$ cat src/sv/asfe_pkg.sv
package asfe_pkg;

  // Register indexes on the configuration port
  localparam logic CfgAmplitude = 1'b0;
  localparam logic CfgBitLen    = 1'b1;

  localparam int AmpW      = 15;
  localparam int SampleW   = 16;
  localparam int BitLenW   = 3;
  localparam int ByteW     = 8;
  localparam int ByteIdxW  = 3;
  localparam int MaxBitLen = 4;
  localparam int RepW      = 2;
  localparam int QueueDepth = 2;

  localparam logic [AmpW-1:0]    AmplitudeReset = 15'd16384;
  localparam logic [BitLenW-1:0] BitLenReset    = 3'd4;

  // One classified frame request between front and back
  typedef struct packed {
    logic [ByteW-1:0] char_byte;
    logic             no_data;
    logic [RepW-1:0]  len_m1;
  } frame_req_t;

endpackage

$ cat src/sv/asfe_front.sv
module asfe_front
  import asfe_pkg::*;
(
  input  logic               clk,
  input  logic               rst_n,
  input  logic               in_valid,
  output logic               in_ready,
  input  logic [ByteW-1:0]   char_byte,
  input  logic               no_data,
  input  logic [BitLenW-1:0] bit_len,
  output logic               req_valid,
  input  logic               req_ready,
  output frame_req_t         req
);

  logic       valid_r, valid_nxt;
  frame_req_t req_r, req_nxt;
  logic [RepW-1:0] len_m1;

  // Clamp slot length to 1..MaxBitLen, kept as length minus one
  always_comb begin
    priority if (bit_len == '0) begin
      len_m1 = '0;
    end else if (bit_len > BitLenW'(MaxBitLen)) begin
      len_m1 = RepW'(MaxBitLen - 1);
    end else begin
      len_m1 = RepW'(bit_len - 1'b1);
    end
  end

  assign in_ready = !valid_r || req_ready;

  // Take a new item whenever the stage is empty or the held one moves on
  always_comb begin
    valid_nxt = valid_r;
    req_nxt   = req_r;
    if (in_ready) begin
      valid_nxt = in_valid;
      req_nxt   = '{char_byte: char_byte, no_data: no_data, len_m1: len_m1};
    end
  end

  always_ff @(posedge clk) begin
    if (!rst_n) begin
      valid_r <= 1'b0;
    end else begin
      valid_r <= valid_nxt;
    end
    req_r <= req_nxt;
  end

  assign req_valid = valid_r;
  assign req       = req_r;

endmodule

$ cat src/sv/asfe_queue.sv
module asfe_queue
  import asfe_pkg::*;
(
  input  logic       clk,
  input  logic       rst_n,
  input  logic       push_valid,
  output logic       push_ready,
  input  frame_req_t push_req,
  output logic       pop_valid,
  input  logic       pop_ready,
  output frame_req_t pop_req
);

  localparam int PtrW = $clog2(QueueDepth);
  localparam int CntW = $clog2(QueueDepth + 1);

  frame_req_t mem [QueueDepth];
  logic [PtrW-1:0] wr_ptr_r, wr_ptr_nxt, rd_ptr_r, rd_ptr_nxt;
  logic [CntW-1:0] count_r, count_nxt;
  logic push, pop;

  assign push_ready = count_r != CntW'(QueueDepth);
  assign pop_valid  = count_r != '0;
  assign push       = push_valid && push_ready;
  assign pop        = pop_valid && pop_ready;
  assign pop_req    = mem[rd_ptr_r];

  // Advance pointers and occupancy
  always_comb begin
    wr_ptr_nxt = wr_ptr_r;
    rd_ptr_nxt = rd_ptr_r;
    count_nxt  = count_r;
    if (push) begin
      wr_ptr_nxt = (wr_ptr_r == PtrW'(QueueDepth - 1)) ? '0 : wr_ptr_r + 1'b1;
    end
    if (pop) begin
      rd_ptr_nxt = (rd_ptr_r == PtrW'(QueueDepth - 1)) ? '0 : rd_ptr_r + 1'b1;
    end
    unique case ({push, pop})
      2'b10:   count_nxt = count_r + 1'b1;
      2'b01:   count_nxt = count_r - 1'b1;
      default: count_nxt = count_r;
    endcase
  end

  always_ff @(posedge clk) begin
    if (!rst_n) begin
      wr_ptr_r <= '0;
      rd_ptr_r <= '0;
      count_r  <= '0;
    end else begin
      wr_ptr_r <= wr_ptr_nxt;
      rd_ptr_r <= rd_ptr_nxt;
      count_r  <= count_nxt;
    end
  end

  always_ff @(posedge clk) begin
    if (push) begin
      mem[wr_ptr_r] <= push_req;
    end
  end

endmodule

$ cat src/sv/asfe_back.sv
module asfe_back
  import asfe_pkg::*;
#(
  parameter int DATA_BITS  = 8,
  parameter int WAIT_SLOTS = 6
) (
  input  logic               clk,
  input  logic               rst_n,
  input  logic [AmpW-1:0]    amplitude,
  input  logic               req_valid,
  output logic               req_ready,
  input  frame_req_t         req,
  output logic               out_valid,
  input  logic               out_ready,
  output logic [SampleW-1:0] left_sample,
  output logic [SampleW-1:0] right_sample,
  output logic               last_sample
);

  localparam int Slots = 2 + DATA_BITS + WAIT_SLOTS;
  localparam int SlotW = $clog2(Slots);
  localparam logic [SlotW-1:0] StopSlot = SlotW'(DATA_BITS + 1);
  localparam logic [SlotW-1:0] LastSlot = SlotW'(Slots - 1);

  logic busy_r, busy_nxt;
  logic [SlotW-1:0] slot_r, slot_nxt;
  logic [RepW-1:0]  rep_r, rep_nxt;
  frame_req_t cur_r, cur_nxt;
  logic out_valid_r, out_valid_nxt;
  logic [SampleW-1:0] left_r, left_nxt, right_r, right_nxt;
  logic last_r, last_nxt;

  logic advance, last_w, pop;
  logic [SampleW-1:0] pos_amp, neg_amp, left_w, right_w;
  logic [ByteIdxW-1:0] bit_idx;

  assign advance   = !out_valid_r || out_ready;
  assign last_w    = (slot_r == LastSlot) && (rep_r == cur_r.len_m1);
  assign pop       = req_valid && (!busy_r || (advance && last_w));
  assign req_ready = !busy_r || (advance && last_w);

  // Form the two levels and pick the data channel sample for this slot
  assign pos_amp = {1'b0, amplitude};
  assign neg_amp = SampleW'(0) - pos_amp;
  assign bit_idx = ByteIdxW'(slot_r - 1'b1);

  always_comb begin
    priority if (cur_r.no_data || slot_r > StopSlot) begin
      left_w = '0;
    end else if (slot_r == '0) begin
      left_w = pos_amp;
    end else if (slot_r == StopSlot) begin
      left_w = neg_amp;
    end else begin
      left_w = cur_r.char_byte[bit_idx] ? neg_amp : pos_amp;
    end
  end

  assign right_w = slot_r[0] ? pos_amp : neg_amp;

  // Step through slots and repeats; load the next frame when idle or on the last sample
  always_comb begin
    busy_nxt      = busy_r;
    slot_nxt      = slot_r;
    rep_nxt       = rep_r;
    cur_nxt       = cur_r;
    out_valid_nxt = out_valid_r;
    left_nxt      = left_r;
    right_nxt     = right_r;
    last_nxt      = last_r;
    if (advance) begin
      out_valid_nxt = busy_r;
      left_nxt      = left_w;
      right_nxt     = right_w;
      last_nxt      = last_w;
    end
    if (pop) begin
      busy_nxt = 1'b1;
      slot_nxt = '0;
      rep_nxt  = '0;
      cur_nxt  = req;
    end else if (advance && busy_r) begin
      if (last_w) begin
        busy_nxt = 1'b0;
      end else if (rep_r == cur_r.len_m1) begin
        rep_nxt  = '0;
        slot_nxt = slot_r + 1'b1;
      end else begin
        rep_nxt = rep_r + 1'b1;
      end
    end
  end

  always_ff @(posedge clk) begin
    if (!rst_n) begin
      busy_r      <= 1'b0;
      out_valid_r <= 1'b0;
      slot_r      <= '0;
      rep_r       <= '0;
    end else begin
      busy_r      <= busy_nxt;
      out_valid_r <= out_valid_nxt;
      slot_r      <= slot_nxt;
      rep_r       <= rep_nxt;
    end
    cur_r   <= cur_nxt;
    left_r  <= left_nxt;
    right_r <= right_nxt;
    last_r  <= last_nxt;
  end

  assign out_valid    = out_valid_r;
  assign left_sample  = left_r;
  assign right_sample = right_r;
  assign last_sample  = last_r;

`ifndef NO_ASSERTIONS
  a_slot_range: assert property (@(posedge clk) disable iff (!rst_n)
    busy_r |-> slot_r <= LastSlot)
    else $error("slot counter past end of frame");

  a_rep_range: assert property (@(posedge clk) disable iff (!rst_n)
    busy_r |-> rep_r <= cur_r.len_m1)
    else $error("repeat counter past slot length");

  a_stay_busy: assert property (@(posedge clk) disable iff (!rst_n)
    (busy_r && advance && !last_w) |=> busy_r)
    else $error("frame dropped before its last sample");

  a_last_ends: assert property (@(posedge clk) disable iff (!rst_n)
    (busy_r && advance && last_w) |=> (out_valid_r && last_r))
    else $error("last sample of frame not presented");
`endif

endmodule

$ cat src/sv/audio_serial_frame_encoder.sv
// The first sample pair of a frame, when the block is empty, passes through the input stage,
// the queue, the back end's frame register and the output register after its item is accepted.
// Throughput: one sample pair per cycle while out_tready is high; a frame holds (2 + DATA_BITS +
// WAIT_SLOTS) * bit_len pairs (16 to 64 at the defaults), set by the slot and repeat counters.
// A new item is taken every frame with no gap between frames.
// Reset (rst_n low, synchronous) empties the pipeline and restores amplitude and bit_len.
module audio_serial_frame_encoder
  import asfe_pkg::*;
#(
  parameter int DATA_BITS  = 8,
  parameter int WAIT_SLOTS = 6
) (
  input  logic                 clk,
  input  logic                 rst_n,
  input  logic                 in_tvalid,
  output logic                 in_tready,
  input  logic [ByteW-1:0]     in_tdata,   // [7:0] char_byte
  input  logic                 in_tuser,   // [0] no_data
  output logic                 out_tvalid,
  input  logic                 out_tready,
  output logic [2*SampleW-1:0] out_tdata,  // [15:0] left_sample, [31:16] right_sample
  output logic                 out_tlast,  // last_sample
  input  logic                 cfg_we,
  input  logic                 cfg_index,
  input  logic [AmpW-1:0]      cfg_wdata
);

  logic [AmpW-1:0]    amplitude_r;
  logic [BitLenW-1:0] bit_len_r;

  logic       f_valid, f_ready, b_valid, b_ready;
  frame_req_t f_req, b_req;
  logic [SampleW-1:0] left_sample, right_sample;

  // Hold configuration registers
  always_ff @(posedge clk) begin
    if (!rst_n) begin
      amplitude_r <= AmplitudeReset;
      bit_len_r   <= BitLenReset;
    end else if (cfg_we) begin
      unique case (cfg_index)
        CfgAmplitude: amplitude_r <= cfg_wdata;
        CfgBitLen:    bit_len_r   <= cfg_wdata[BitLenW-1:0];
        default:      ;
      endcase
    end
  end

  asfe_front u_front (
    .clk       (clk),
    .rst_n     (rst_n),
    .in_valid  (in_tvalid),
    .in_ready  (in_tready),
    .char_byte (in_tdata),
    .no_data   (in_tuser),
    .bit_len   (bit_len_r),
    .req_valid (f_valid),
    .req_ready (f_ready),
    .req       (f_req)
  );

  asfe_queue u_queue (
    .clk        (clk),
    .rst_n      (rst_n),
    .push_valid (f_valid),
    .push_ready (f_ready),
    .push_req   (f_req),
    .pop_valid  (b_valid),
    .pop_ready  (b_ready),
    .pop_req    (b_req)
  );

  asfe_back #(
    .DATA_BITS  (DATA_BITS),
    .WAIT_SLOTS (WAIT_SLOTS)
  ) u_back (
    .clk          (clk),
    .rst_n        (rst_n),
    .amplitude    (amplitude_r),
    .req_valid    (b_valid),
    .req_ready    (b_ready),
    .req          (b_req),
    .out_valid    (out_tvalid),
    .out_ready    (out_tready),
    .left_sample  (left_sample),
    .right_sample (right_sample),
    .last_sample  (out_tlast)
  );

  assign out_tdata = {right_sample, left_sample};

endmodule

$ cat config.mk
export PLATFORM = sky130hd
export DESIGN_NAME = audio_serial_frame_encoder
export DESIGN_NICKNAME = d
export VERILOG_FILES = /design/src/sv/asfe_pkg.sv /design/src/sv/asfe_front.sv /design/src/sv/asfe_queue.sv /design/src/sv/asfe_back.sv /design/src/sv/audio_serial_frame_encoder.sv
export SDC_FILE = /design/constraint.sdc
export NUM_CORES = 1
export LEC_CHECK = 0
export BUFFER_PORTS_ARGS = -buffer_cell sky130_fd_sc_hd__buf_2
export CORE_UTILIZATION = 50
export CTS_BUF_LIST = sky130_fd_sc_hd__clkbuf_4 sky130_fd_sc_hd__clkbuf_8
export CTS_CLUSTER_DIAMETER = 150
export CTS_CLUSTER_SIZE = 20
export DETAILED_ROUTE_END_ITERATION = 10
export PLACE_DENSITY = 0.74
export SLEW_MARGIN = 20
export SYNTH_ARGS = -nofsm -noshare
export SYNTH_HDL_FRONTEND = slang
export SYNTH_SLANG_ARGS = --single-unit
$ cat constraint.sdc
create_clock -name clk -period 6.5 [get_ports clk]
set_input_delay 0.975 -clock clk [delete_from_list [all_inputs] [get_ports clk]]
set_output_delay 0.975 -clock clk [all_outputs]
set_load 0.02 [all_outputs]
==> results.ini <==
[run_status]
status = complete, but fails checks
violations = design-rule violations

[timing]
finalSetupViolations = 0
skew_ns = 0.01155
slew_violations = 0
max_freq_mhz = 295.3
rsz0062_at_grt = no
final_hold_viol_count = 0
min_period_over_period = 0.5210
worst_slew_pin_slew_ns = 0.9692
fin_crit_ns = 3.386
tns_ns = 0
slew_headroom = 0.3514

[floorplan]
die_w_microns = 97.68
dieArea_sq_um = 9540
row_count = 34
fp.coreArea_sq_um = 8806
start_util = 0.5197
die_h_microns = 97.68
pin_count = 65

[clock_tree]
cts_buffers = 9
hold_buffers = 0
worstSkewPairLatency_ns = 0.38
cts_sinks = 108
cts_buffer_depth = 2
root_buffer = clkbuf_8
postCtsSetupRepairBufs = 0
h-tree-depth = 3
cts_tree = done
ctsResizeCount = 0
clkTransAtPathRegs_ns = 0.12

[route]
ant_nets = 0
drc = 14
wl_met1_mm = 3.609
wl_per_cell_microns = 15.15
met2_length_mm = 4.055
highest_layer = met4
drt-vias-per-instance = 5.437
dr_wl_met3_microns = 422
drt-pass1-iter-count = 9
initialDrtViolationCount = 201
vias = 2974
wirelength_mm = 8.289

[logic_synthesis]
synth.most_common_cell = edfxtp_1
synth_cell_types = 47
synth.top_cells.by_area = edfxtp_1 (51%), dfxtp_1 (14%), nand2_1 (3.9%)
yosysWarnings = 0
ys.flop_type = edfxtp_1
async_reset_ff_frac = 0
synth_edf_count = 77
synth.net_count = 411
mappedNetlistArea_sq_um = 4577
syn_avg_cell_area_sq_um = 12.21
synth_area_leader_cell = edfxtp_1
synth_cells = 375
synth_top_area_share = 0.5052
yosys-top-cells-count = edfxtp_1 (77), nand2_1 (47), nor2_1 (33)
ys_seq_area_frac = 0.6408
synth_seq_cells = 108

[worst_setup_path]
rr_endpoint = u_back.left_sample[1]
crit_end = u_back.left_sample[1]
critPathTopFamily = flip-flops
critPathRequiredTime_ns = 6.63
timing.rr.start = u_back.slot_r[0]
setup.worst_path.start = u_back.slot_r[0]
worstPathArrival_ns = 3.51
crit_chain = inv_1, ha_1, mux4_2, o32ai_2, or3_1, mux2i_1, nor2_1
crit_slowest_cell = dfxtp_1
slowest_delay_ns = 0.91
r2r_cells = 7
start_kind = register
worstSetupPathDepth = 7
worst-path-buf-inv = 1
reg2reg_setup_slack_ns = 3.11
critical_path_class = register to register
cp_max_fo = 22
cp-end-kind = register

[grt]
grt-ovfl-total = 0
grt_max_degree = 37
antenna_found_initial = 0
grt_pass1_wl_mm = 13.60
grt_usage = 0.1849
grt_pass1_vias = 2829

[run]
cap_violations = 0

[placed_design]
port_buffers = 64
finalWeightedCongestion = 0.8163
placed_cells = 531
hpwl_mm = 5.863
place_area_sq_um = 4960

[final_layout]
diodes = 0
final_nets = 470
stdcell_count = 547
drive_gt1_frac = 0.2278
fin_area_sq_um = 5167
syn2layout_area_growth_pct = 12.90
finalCoreUtilization = 0.5868
nFillCells = 694

[power]
leakage_uw = 0.002004
peakVddDrop_uv = 141.0
p_per_area_nw_per_um2 = 274.3

[worst_hold_path]
min_path_type = register to register

==> sequential cells by signal (all words and copies together), names as in the netlist, 2 cells and up <==
name	flops
amplitude_r	15
u_back.cur_r	11
u_back.slot_r	4
u_back.left_sample	16
u_front.req	11
u_back.right_sample	16
u_back.rep_r	2
u_queue.mem	22
bit_len_r	3
u_queue.count_r	2
==> layer usage <==
layer / global-route usage / vias to the layer above
li1: - / 1452
met1: 0.2314 / 1406
met2: 0.3104 / 96
met3: 0.03885 / 20
met4: 0.08042 / 0
met5: 0 / -
==> report_power, final <==
part,internal (uW),switching [uW]
registers,795,28.8
clock network,157,255
logic,69.5,112
total,1020,396
==> cell usage in the layout, fill, tap and decap left out, types with 3 or more instances in the layout <==
| master | synthesis | final |
|---|---|---|
| xor2_1 | 15 | 15 |
| a21oi_1 | 14 | 14 |
| nor3_1 | 6 | 6 |
| nand3_1 | 9 | 9 |
| xnor2_1 | 9 | 9 |
| nand2b_1 | 6 | 6 |
| nor4_1 | 7 | 7 |
| clkbuf_8 | 0 | 9 |
| o21a_1 | 3 | 3 |
| inv_6 | 0 | 3 |
| o21ai_1 | 8 | 8 |
| buf_2 | 1 | 64 |
| ha_1 | 6 | 6 |
| nor3b_1 | 3 | 3 |
| mux2_2 | 12 | 12 |
| inv_1 | 9 | 9 |
| edfxtp_1 | 77 | 77 |
| a21boi_1 | 15 | 15 |
| or3_1 | 9 | 9 |
| nor2_1 | 33 | 33 |
| o21ai_0 | 4 | 4 |
| and2_1 | 5 | 5 |
| dfxtp_1 | 31 | 31 |
| nand2_1 | 47 | 47 |
==> kinds of logic (layout without fill, tap and decap cells) <==
kind of cell,after synthesis,count (layout),synth area share
adders and majority gates,6,6,0.01640
DFF,108,108,0.6408
muxes,16,16,0.04374
xor gates and xnor gates,24,24,0.04593
AOI/OAI and AO/OA,56,56,0.08338
and+or+nand+nor,138,138,0.1449
buffers and inverters,27,91,0.02487
==> worst min-delay path by stage <==
stage              startpoint                end  slack, ns  cells after the start
2_1_floorplan  u_front.req[0]  u_queue.mem[0][0]       0.42                      0
3_3_place_gp   u_front.req[3]  u_queue.mem[0][3]       0.42                      0
3_5_place_dp   u_front.req[8]  u_queue.mem[1][8]       0.43                      0
4_1_cts        u_front.req[8]  u_queue.mem[1][8]       0.46                      0
5_1_grt        u_front.req[4]  u_queue.mem[0][4]       0.48                      0
6_report       u_front.req[8]  u_queue.mem[0][8]       0.46                      0
==> area by class of cell <==
type | count | area (sq um) | share of cell area
Sequential cell | 108 | 2933 | 0.5676
Multi-Input combinational cell | 240 | 1533 | 0.2966
Timing Repair Buffer | 64 | 320.3 | 0.06199
Tap cell | 108 | 135.1 | 0.02615
Clock buffer | 9 | 123.9 | 0.02397
Clock inverter | 7 | 81.33 | 0.01574
Inverter | 11 | 41.29 | 0.007990
==> through the flow <==
| step | worst slack, ns | hold slack (ns) | total power (uW) |
|---|---|---|---|
| after floorplan | 3.622 | 0.4215 | 960.1 |
| after global placement | 3.347 | 0.4233 | 1014 |
| after detailed placement | 3.216 | 0.4304 | 1021 |
| after CTS | 3.178 | 0.4593 | 1428 |
| after global routing | 2.879 | 0.4798 | 1478 |
| final | 3.114 | 0.4588 | 1417 |
Power figures use the tool's default switching activity.
